==> config.mk <==
export PLATFORM = sky130hd
export DESIGN_NAME = sine_cosine_series
export DESIGN_NICKNAME = d
export VERILOG_FILES = /design/src/design/scs_pkg.sv /design/src/design/sine_cosine_series.sv /design/src/design/scs_dp.sv /design/src/design/scs_ctrl.sv
export SDC_FILE = /design/constraint.sdc
export NUM_CORES = 2
export LEC_CHECK = 0
export BUFFER_PORTS_ARGS = -buffer_cell sky130_fd_sc_hd__buf_2
export CORE_AREA = 4 4 436 266
export CTS_CLUSTER_DIAMETER = 80
export CTS_CLUSTER_SIZE = 16
export DETAILED_ROUTE_END_ITERATION = 12
export DIE_AREA = 0 0 440 270
export GPL_TIMING_DRIVEN = 1
export PLACE_DENSITY = 0.65
export SLEW_MARGIN = 40
export SYNTH_ARGS = -nofsm -noshare
export SYNTH_HDL_FRONTEND = slang
export SYNTH_SLANG_ARGS = --single-unit
==> constraint.sdc <==
create_clock -name clk -period 26.5 [get_ports clk]
set_input_delay 3.975 -clock clk [delete_from_list [all_inputs] [get_ports clk]]
set_output_delay 3.975 -clock clk [all_outputs]
set_load 0.02 [all_outputs]
==> src/design/scs_pkg.sv <==
// shared types, constants and a helper function for the sine/cosine series block
package scs_pkg;

    localparam logic signed [31:0] PI_Q24     = 32'sd52707179;
    localparam logic signed [31:0] NEG_PI_Q24 = -32'sd52707179;
    localparam logic signed [31:0] TWO_PI_Q24 = 32'sd105414358;
    localparam logic signed [31:0] ONE_Q30    = 32'sd1073741824;

    // iteration counter width covers up to 20 terms
    localparam int ITER_W = 5;
    // divisor (2i)(2i+1) stays below 2048 for 20 terms
    localparam int DIV_W = 11;
    // quotient bits produced per divider cycle
    localparam int DIG_BITS = 8;
    // four partial products plus one drain step
    localparam int MUL_LAST = 4;

    localparam logic OP_SINE   = 1'b0;
    localparam logic OP_COSINE = 1'b1;

    typedef enum logic [3:0] {
        ST_IDLE,
        ST_REDUCE,
        ST_INIT,
        ST_SQUARE,
        ST_SQ_DONE,
        ST_ACCUM,
        ST_MULT,
        ST_DIVIDE,
        ST_FINISH
    } state_t;

    typedef struct packed {
        logic              load;
        logic              reduce;
        logic              init;
        logic              square;
        logic              mul_issue;
        logic [1:0]        mul_idx;
        logic              mul_clear;
        logic              mul_accum;
        logic              x2_load;
        logic              accum;
        logic              from_quot;
        logic              div_load;
        logic              div_step;
        logic              out_load;
        logic              is_cos;
        logic [ITER_W-1:0] iter;
    } cmd_t;

    typedef struct packed {
        logic reduced;
    } status_t;

    // series divisor: (2i)(2i+1) for sine, (2i-1)(2i) for cosine
    function automatic logic [DIV_W-1:0] divisor_of(input logic [ITER_W-1:0] i,
                                                    input logic is_cos);
        logic [ITER_W:0]     n2;
        logic [ITER_W:0]     lo;
        logic [ITER_W:0]     hi;
        logic [2*ITER_W+1:0] prod;
        n2   = {i, 1'b0};
        lo   = is_cos ? n2 - (ITER_W+1)'(1) : n2;
        hi   = is_cos ? n2 : n2 + (ITER_W+1)'(1);
        prod = (2*ITER_W+2)'(lo) * (2*ITER_W+2)'(hi);
        return prod[DIV_W-1:0];
    endfunction

endpackage

==> src/design/sine_cosine_series.sv <==
// top level: sine/cosine by fixed-point Taylor series with stream ports
// One beat in gives one beat out. s_tuser selects sine (0) or cosine (1); s_tdata carries the
// angle in signed Q8.24 radians, and m_tdata returns the result in signed Q2.30, saturated to
// plus or minus one. The angle is first brought into [-pi, pi] by one add or subtract of 2*pi
// per cycle (r steps, r up to 20 over the full input range), then x squared is formed and
// each series term takes one multiply on a shared 24x24 multiplier, one divide by the
// term's constant on a divider that yields 8 quotient bits a cycle, and one add. A new beat
// is taken only once the previous result is in the output register, where it waits so the
// next beat can start meanwhile.
module sine_cosine_series #(
    parameter int TERMS              = 14,
    parameter int INTERNAL_FRAC_BITS = 44
) (
    input  logic        clk,
    input  logic        rst_n,
    input  logic        s_tvalid,
    output logic        s_tready,
    input  logic [31:0] s_tdata,   // [31:0] angle
    input  logic        s_tuser,   // [0] operation
    output logic        m_tvalid,
    input  logic        m_tready,
    output logic [31:0] m_tdata    // [31:0] value
);
    import scs_pkg::*;

    cmd_t    cmd;
    status_t status;

    scs_ctrl #(
        .TERMS              (TERMS),
        .INTERNAL_FRAC_BITS (INTERNAL_FRAC_BITS)
    ) u_ctrl (
        .clk       (clk),
        .rst_n     (rst_n),
        .s_tvalid  (s_tvalid),
        .s_tready  (s_tready),
        .operation (s_tuser),
        .m_tvalid  (m_tvalid),
        .m_tready  (m_tready),
        .status    (status),
        .cmd       (cmd)
    );

    scs_dp #(
        .INTERNAL_FRAC_BITS (INTERNAL_FRAC_BITS)
    ) u_dp (
        .clk    (clk),
        .rst_n  (rst_n),
        .angle  (s_tdata),
        .cmd    (cmd),
        .status (status),
        .value  (m_tdata)
    );

endmodule

==> src/design/scs_dp.sv <==
// datapath: range reduction, shared multiplier, radix-256 divider, series sum
module scs_dp #(
    parameter int INTERNAL_FRAC_BITS = 44
) (
    input  logic            clk,
    input  logic            rst_n,
    input  logic [31:0]     angle,
    input  scs_pkg::cmd_t   cmd,
    output scs_pkg::status_t status,
    output logic [31:0]     value
);
    import scs_pkg::*;

    localparam int FB        = INTERNAL_FRAC_BITS;
    localparam int MAG_W     = FB + 4;
    localparam int HALF      = (MAG_W + 1) / 2;
    localparam int PROD_W    = 2 * HALF;
    localparam int ACC_W     = 2 * MAG_W;
    localparam int PM_W      = FB + 8;
    localparam int DIV_STEPS = (PM_W + DIG_BITS - 1) / DIG_BITS;
    localparam int DVD_W     = DIV_STEPS * DIG_BITS;
    localparam int SUM_W     = FB + 5;
    localparam int OUT_SH    = FB - 30;
    localparam int V_W       = SUM_W - OUT_SH;

    localparam logic signed [V_W-1:0] V_POS = V_W'(ONE_Q30);
    localparam logic signed [V_W-1:0] V_NEG = -V_POS;

    logic signed [31:0]      x_reg, x_next;
    logic [MAG_W-1:0]        xr_reg, xr_next;
    logic [MAG_W-1:0]        x2_reg, x2_next;
    logic [MAG_W-1:0]        term_mag_reg, term_mag_next;
    logic                    term_neg_reg, term_neg_next;
    logic signed [SUM_W-1:0] sum_reg, sum_next;
    logic [PROD_W-1:0]       prod_reg, prod_next;
    logic [1:0]              prod_idx_reg, prod_idx_next;
    logic [ACC_W-1:0]        acc_reg, acc_next;
    logic [DVD_W-1:0]        dvd_reg, dvd_next;
    logic [DIV_W-1:0]        rem_reg, rem_next;
    logic [DIV_W-1:0]        divisor_reg, divisor_next;
    logic [31:0]             value_reg, value_next;

    logic                    gt_pi, lt_neg_pi;
    logic [31:0]             abs_x;
    logic [MAG_W-1:0]        xr_calc;
    logic [MAG_W-1:0]        op_a, op_b;
    logic [HALF-1:0]         a_lo, a_hi, b_lo, b_hi, ca, cb;
    logic [ACC_W-1:0]        shifted;
    logic [PM_W-1:0]         pm_adj;
    logic                    frac_nz;
    logic [DIV_W:0]          trial;
    logic [DIV_W-1:0]        r_work;
    logic [DIG_BITS-1:0]     q_bits;
    logic                    src_neg;
    logic [MAG_W-1:0]        src_mag;
    logic signed [SUM_W-1:0] src_ext;
    logic signed [V_W-1:0]   v_shift;

    assign gt_pi          = x_reg > PI_Q24;
    assign lt_neg_pi      = x_reg < NEG_PI_Q24;
    assign status.reduced = !gt_pi && !lt_neg_pi;

    assign abs_x   = x_reg[31] ? 32'(-x_reg) : 32'(x_reg);
    assign xr_calc = MAG_W'(abs_x[25:0]) << (FB - 24);

    // operand select and partial-product chunking
    assign op_a = cmd.square ? xr_reg : term_mag_reg;
    assign op_b = cmd.square ? xr_reg : x2_reg;
    assign a_lo = op_a[HALF-1:0];
    assign a_hi = HALF'(op_a[MAG_W-1:HALF]);
    assign b_lo = op_b[HALF-1:0];
    assign b_hi = HALF'(op_b[MAG_W-1:HALF]);

    always_comb
    begin
        case (cmd.mul_idx)
            2'd0:    begin ca = a_lo; cb = b_lo; end
            2'd1:    begin ca = a_lo; cb = b_hi; end
            2'd2:    begin ca = a_hi; cb = b_lo; end
            default: begin ca = a_hi; cb = b_hi; end
        endcase
    end

    always_comb
    begin
        case (prod_idx_reg) inside
            2'd0:    shifted = ACC_W'(prod_reg);
            2'd1,
            2'd2:    shifted = ACC_W'(prod_reg) << HALF;
            default: shifted = ACC_W'(prod_reg) << (2 * HALF);
        endcase
    end

    // floor of a negative product needs the magnitude rounded up
    assign frac_nz = |acc_reg[FB-1:0];
    assign pm_adj  = acc_reg[ACC_W-1:FB] + PM_W'(term_neg_reg & frac_nz);

    // eight restoring division steps per cycle on the narrow remainder
    always_comb
    begin
        r_work = rem_reg;
        q_bits = '0;
        trial  = '0;
        for (int k = 0; k < DIG_BITS; k++)
        begin
            trial = {r_work, dvd_reg[DVD_W-1-k]};
            if (trial >= {1'b0, divisor_reg})
            begin
                trial                  = trial - {1'b0, divisor_reg};
                q_bits[DIG_BITS-1-k]   = 1'b1;
            end
            r_work = trial[DIV_W-1:0];
        end
    end

    // a new term from the divider takes the sign opposite to the product
    assign src_neg = cmd.from_quot ? !term_neg_reg : term_neg_reg;
    assign src_mag = cmd.from_quot ? dvd_reg[MAG_W-1:0] : term_mag_reg;
    assign src_ext = $signed({1'b0, src_mag});

    assign v_shift = sum_reg[SUM_W-1:OUT_SH];

    always_comb
    begin
        x_next        = x_reg;
        xr_next       = xr_reg;
        x2_next       = x2_reg;
        term_mag_next = term_mag_reg;
        term_neg_next = term_neg_reg;
        sum_next      = sum_reg;
        prod_next     = prod_reg;
        prod_idx_next = prod_idx_reg;
        acc_next      = acc_reg;
        dvd_next      = dvd_reg;
        rem_next      = rem_reg;
        divisor_next  = divisor_reg;
        value_next    = value_reg;

        if (cmd.load)
            x_next = $signed(angle);
        if (cmd.reduce)
        begin
            if (gt_pi)
                x_next = x_reg - TWO_PI_Q24;
            else if (lt_neg_pi)
                x_next = x_reg + TWO_PI_Q24;
        end
        if (cmd.init)
        begin
            xr_next = xr_calc;
            if (cmd.is_cos == OP_COSINE)
            begin
                term_mag_next = MAG_W'(1) << FB;
                term_neg_next = 1'b0;
                sum_next      = SUM_W'(1) << FB;
            end
            else
            begin
                term_mag_next = xr_calc;
                term_neg_next = x_reg[31];
                sum_next      = '0;
            end
        end
        if (cmd.mul_issue)
        begin
            prod_next     = PROD_W'(ca) * PROD_W'(cb);
            prod_idx_next = cmd.mul_idx;
        end
        if (cmd.mul_clear)
            acc_next = '0;
        else if (cmd.mul_accum)
            acc_next = acc_reg + shifted;
        if (cmd.x2_load)
            x2_next = acc_reg[FB +: MAG_W];
        if (cmd.div_load)
        begin
            dvd_next     = DVD_W'(pm_adj);
            rem_next     = '0;
            divisor_next = divisor_of(cmd.iter, cmd.is_cos);
        end
        else if (cmd.div_step)
        begin
            dvd_next = {dvd_reg[DVD_W-DIG_BITS-1:0], q_bits};
            rem_next = r_work;
        end
        if (cmd.accum)
        begin
            term_mag_next = src_mag;
            term_neg_next = src_neg;
            sum_next      = src_neg ? sum_reg - src_ext : sum_reg + src_ext;
        end
        if (cmd.out_load)
        begin
            if (v_shift > V_POS)
                value_next = 32'(V_POS);
            else if (v_shift < V_NEG)
                value_next = 32'(V_NEG);
            else
                value_next = v_shift[31:0];
        end
    end

    always_ff @(posedge clk)
    begin
        x_reg        <= x_next;
        xr_reg       <= xr_next;
        x2_reg       <= x2_next;
        term_mag_reg <= term_mag_next;
        term_neg_reg <= term_neg_next;
        sum_reg      <= sum_next;
        prod_reg     <= prod_next;
        prod_idx_reg <= prod_idx_next;
        acc_reg      <= acc_next;
        dvd_reg      <= dvd_next;
        rem_reg      <= rem_next;
        divisor_reg  <= divisor_next;
        value_reg    <= value_next;
    end

    assign value = value_reg;

    a_value_range: assert property (@(posedge clk) disable iff (!rst_n)
        cmd.out_load |=> ($signed(value_reg) <= ONE_Q30 && $signed(value_reg) >= -ONE_Q30))
        else $error("result outside plus or minus one");

    a_rem_below_divisor: assert property (@(posedge clk) disable iff (!rst_n)
        cmd.div_step |=> (rem_reg < divisor_reg))
        else $error("divider remainder not below divisor");

    a_reduced_holds: assert property (@(posedge clk) disable iff (!rst_n)
        (cmd.reduce && status.reduced) |=> $stable(x_reg))
        else $error("reduced angle moved");

endmodule

==> src/design/scs_ctrl.sv <==
// controller: sequences reduction, squaring and the per-term multiply, divide, add
module scs_ctrl #(
    parameter int TERMS              = 14,
    parameter int INTERNAL_FRAC_BITS = 44
) (
    input  logic             clk,
    input  logic             rst_n,
    input  logic             s_tvalid,
    output logic             s_tready,
    input  logic             operation,
    output logic             m_tvalid,
    input  logic             m_tready,
    input  scs_pkg::status_t status,
    output scs_pkg::cmd_t    cmd
);
    import scs_pkg::*;

    localparam int PM_W      = INTERNAL_FRAC_BITS + 8;
    localparam int DIV_STEPS = (PM_W + DIG_BITS - 1) / DIG_BITS;
    localparam int STEP_MAX  = (DIV_STEPS > MUL_LAST) ? DIV_STEPS : MUL_LAST;
    localparam int STEP_W    = $clog2(STEP_MAX + 1);

    state_t              state_reg, state_next;
    logic [STEP_W-1:0]   step_reg, step_next;
    logic [ITER_W-1:0]   iter_reg, iter_next;
    logic                op_reg, op_next;
    logic                out_valid_reg, out_valid_next;
    logic                last_term;

    assign last_term = (iter_reg == ITER_W'(TERMS));

    always_ff @(posedge clk or negedge rst_n)
    begin
        if (!rst_n)
        begin
            state_reg     <= ST_IDLE;
            step_reg      <= '0;
            iter_reg      <= '0;
            op_reg        <= OP_SINE;
            out_valid_reg <= 1'b0;
        end
        else
        begin
            state_reg     <= state_next;
            step_reg      <= step_next;
            iter_reg      <= iter_next;
            op_reg        <= op_next;
            out_valid_reg <= out_valid_next;
        end
    end

    always_comb
    begin
        state_next = state_reg;
        step_next  = step_reg;
        iter_next  = iter_reg;
        op_next    = op_reg;
        s_tready   = 1'b0;
        cmd        = '0;
        cmd.iter   = iter_reg;
        cmd.is_cos = op_reg;

        unique case (state_reg) inside
            ST_IDLE:
            begin
                s_tready = 1'b1;
                if (s_tvalid)
                begin
                    cmd.load   = 1'b1;
                    op_next    = operation;
                    iter_next  = '0;
                    state_next = ST_REDUCE;
                end
            end
            ST_REDUCE:
            begin
                cmd.reduce = 1'b1;
                if (status.reduced)
                    state_next = ST_INIT;
            end
            ST_INIT:
            begin
                cmd.init   = 1'b1;
                step_next  = '0;
                state_next = ST_SQUARE;
            end
            ST_SQUARE,
            ST_MULT:
            begin
                cmd.square = (state_reg == ST_SQUARE);
                cmd.mul_idx = step_reg[1:0];
                if (step_reg != STEP_W'(MUL_LAST))
                    cmd.mul_issue = 1'b1;
                if (step_reg == '0)
                    cmd.mul_clear = 1'b1;
                else
                    cmd.mul_accum = 1'b1;
                if (step_reg == STEP_W'(MUL_LAST))
                begin
                    step_next  = '0;
                    state_next = (state_reg == ST_SQUARE) ? ST_SQ_DONE : ST_DIVIDE;
                end
                else
                    step_next = step_reg + STEP_W'(1);
            end
            ST_SQ_DONE:
            begin
                cmd.x2_load = 1'b1;
                iter_next   = ITER_W'(1);
                state_next  = (op_reg == OP_COSINE) ? ST_MULT : ST_ACCUM;
            end
            ST_ACCUM:
            begin
                cmd.accum     = 1'b1;
                // first sine term is the angle itself, later ones come from the divider
                cmd.from_quot = (op_reg == OP_COSINE) || (iter_reg != ITER_W'(1));
                step_next     = '0;
                if (op_reg == OP_COSINE && last_term)
                    state_next = ST_FINISH;
                else
                begin
                    if (op_reg == OP_COSINE)
                        iter_next = iter_reg + ITER_W'(1);
                    state_next = ST_MULT;
                end
            end
            ST_DIVIDE:
            begin
                if (step_reg == '0)
                    cmd.div_load = 1'b1;
                else
                    cmd.div_step = 1'b1;
                if (step_reg == STEP_W'(DIV_STEPS))
                begin
                    step_next = '0;
                    if (op_reg == OP_COSINE)
                        state_next = ST_ACCUM;
                    else if (last_term)
                        state_next = ST_FINISH;
                    else
                    begin
                        iter_next  = iter_reg + ITER_W'(1);
                        state_next = ST_ACCUM;
                    end
                end
                else
                    step_next = step_reg + STEP_W'(1);
            end
            ST_FINISH:
            begin
                if (!out_valid_reg || m_tready)
                begin
                    cmd.out_load = 1'b1;
                    state_next   = ST_IDLE;
                end
            end
            default:
            begin
                state_next = ST_IDLE;
            end
        endcase
    end

    always_comb
    begin
        if (cmd.out_load)
            out_valid_next = 1'b1;
        else if (m_tready)
            out_valid_next = 1'b0;
        else
            out_valid_next = out_valid_reg;
    end

    assign m_tvalid = out_valid_reg;

    a_no_overwrite: assert property (@(posedge clk) disable iff (!rst_n)
        cmd.out_load |-> (!out_valid_reg || m_tready))
        else $error("output beat overwritten before taken");

    a_iter_bound: assert property (@(posedge clk) disable iff (!rst_n)
        (state_reg != ST_IDLE) |-> (iter_reg <= ITER_W'(TERMS)))
        else $error("term counter past last term");

    a_accept_starts: assert property (@(posedge clk) disable iff (!rst_n)
        (s_tvalid && s_tready) |=> (state_reg == ST_REDUCE))
        else $error("accepted beat did not start reduction");

endmodule

==> impl_metrics.toml <==
[global_route]
antenna_found_initial = 9
grt_usage = 0.326
grt_pass1_wl_microns = 293000
grt_max_degree = 96
gr-total-overflow = 0
grt_pass1_vias = 44700

[worst_setup_path]
worst_path_max_delay_cell = "o31ai_1"
cp_top_family = "compound AO/OA/AOI/OAI gates"
arrival_ns = 24.68
crit_buf_inv = 3
startpoint = "u_dp.divisor_reg[1]"
critPathMostFrequentCell = "o21ai_0"
end_kind = "flip-flop"
critPathMaxFanout = 16
critical_path.startpoint_type = "flip-flop"
crit_type = "reg2reg"
max_stage_delay_ns = 0.89
rr_startpoint = "u_dp.divisor_reg[1]"
required_ns = 27.05

[clock_tree]
clk_latency_ns = 0.64
cts_tree = "done"
cts-buffers-inserted = 37
cts_hold_buffers = 0
cts_max_level = 2
cts_setup_buffers = 0
path_clk_slew_ns = 0.08
clock_path_buffers = 3
cts_root_buf = "clkbuf_16"
clock_sinks = 473
cts_resized = 0

[job]
cap_violations = 0

[floorplanning]
die_area_sq_mm = 0.119
num_rows = 95
start_util = 0.498
coreArea_sq_mm = 0.111
io_pins = 71
die_w_microns = 440
die_y_microns = 270

[yosys]
synth_cell_types = 92
synth_area_leaders = "fa_1 18%, edfxtp_1 17%, ha_1 10%"
yosysTopAreaCell = "fa_1"
syn_nets = 7389
netlist_area_sq_mm = 0.0555
postSynthAreaPerCell_sq_um = 8.67
netlist.area_leader.share = 0.180
yosysWarningCount = 0
synthArstFlopShare = 0.0296
ys_seq_area_frac = 0.229
yosys_register_bits = 473
ys.flop_type = "edfxtp_1"
synth-edff-count = 317
netlist_instances = 6410

[layout]
fin_util = 0.527
fill_cells = 10400
fin_nets = 7285
largest_register_ff_count = 96
final_common_cell = "nand2_1"
final_cell_mix = "829 x nand2_1, 622 x inv_1, 525 x nor2_1"
fin_cells = 7839
drive_above_1_share = 0.0551
area_delta_synth_final_pct = 5.88

[sta]
finalSetupViolCount = 0
min_period_ns = 24.13
fmax_ghz = 0.0414
clock_skew_ns = 0.0509
tns_ns = 0
rsz0062_at_grt = "no"
slew_violations = 0
period_share = 0.911
slew_headroom = 0.339
hold_viol = 0
hold_slack_ns = 0.467
worst_slew_pin_slew_ns = 0.984

[pwr]
p_per_area_mw_per_mm2 = 23.4
finalPower_mw = 1.37
power_leakage_nw = 26.5
irDropWorstVdd_v = 0.0000423

[drt]
routed_wirelength_microns = 197000
drtIter0Drc = 5965
viasPerCell = 6.19
post_drt_wl_per_cell_microns = 25.1
num_vias = 48500
ant_nets = 0
dr.pass1.iters = 7
drc = 0

[status]
status = "completed"

[hold_path]
hp-class = "reg2reg"
hold_start = "u_dp.acc_reg[4]"

[placed_design]
place_congestion = 1.02
port_buffers = 70
hpwl_microns = 155000
placed_cells = 7766
-- final timing paths --
kind | to | slack, ns | cells past startpoint
setup reg to reg | u_dp.rem_reg[1] | 2.37 | 88
max in group asynchronous | u_ctrl.m_tvalid | 22.82 | 1
hold reg to reg | u_dp.acc_reg[4] | 0.47 | 2
min in group asynchronous | u_ctrl.step_reg[1] | 3.30 | 1
hold / removal | u_dp.acc_reg[4] | 0.47 | 2
setup / recovery | u_dp.rem_reg[1] | 2.37 | 88
-- layout make-up --
type	instances	area [sq um]	area share
antenna	2	5.00	0.0000851
clock buffer	58	1030	0.0174
clock inverter	9	114	0.00194
inverter	627	2360	0.0401
multi-input combinational	4990	39500	0.672
sequential	473	12700	0.216
tap	1503	1880	0.0320
timing repair buffer	177	1180	0.0201
-- synth_stat cells, drive strengths merged, types with 140 or more instances --
cell and count:
a21o 157, a21oi 324, clkbuf 301, dfxtp 142, edfxtp 317, fa 499, ha 443, inv 626
mux2i 140, nand2 832, nand3 140, nor2 528, o21ai 386, xnor2 235, xor2 157
-- power breakdown --
part           leakage [nW]          switching (mW)  internal (mW)
Combinational          21.7                 0.00216        0.00197
Clock                 0.546                   0.310          0.283
Sequential             4.29  0.00000000000000000291          0.777
Total                  26.5                   0.312           1.06
-- stage by stage --
| step | setup WS, ns | cell area (sq um) |
|---|---|---|
| after floorplan | 7.66 | 55500 |
| after global placement | 3.14 | 57500 |
| after detailed placement | 2.92 | 57600 |
| after CTS | 2.78 | 58700 |
| after global routing | 0.901 | 58800 |
| final | 2.37 | 58800 |
-- per-layer routing --
metal | share of wire | track usage | routed length [microns]
met1 | 0.47 | 0.526 | 91900
met3 | 0.17 | 0.153 | 33100
met4 | 0.016 | 0.0496 | 3210
met2 | 0.35 | 0.385 | 68600
met5 | 0.00012 | 0 | 23
-- tightest hold or removal path: cells and delay by family, from the launching register on --
kind / cells / cell delay, ns
flip-flops: 1 / 0.33
AND/OR/NAND/NOR: 2 / 0.10
-- logic make-up after synthesis --
group	Yosys count	synth area share
simple gates	2091	0.172
compound gates	1404	0.164
buf+inv	947	0.0643
fa+ha+maj	942	0.280
flops	473	0.229
xor+xnor	392	0.0618
mux	161	0.0296
Power figures use the tool's default switching activity.
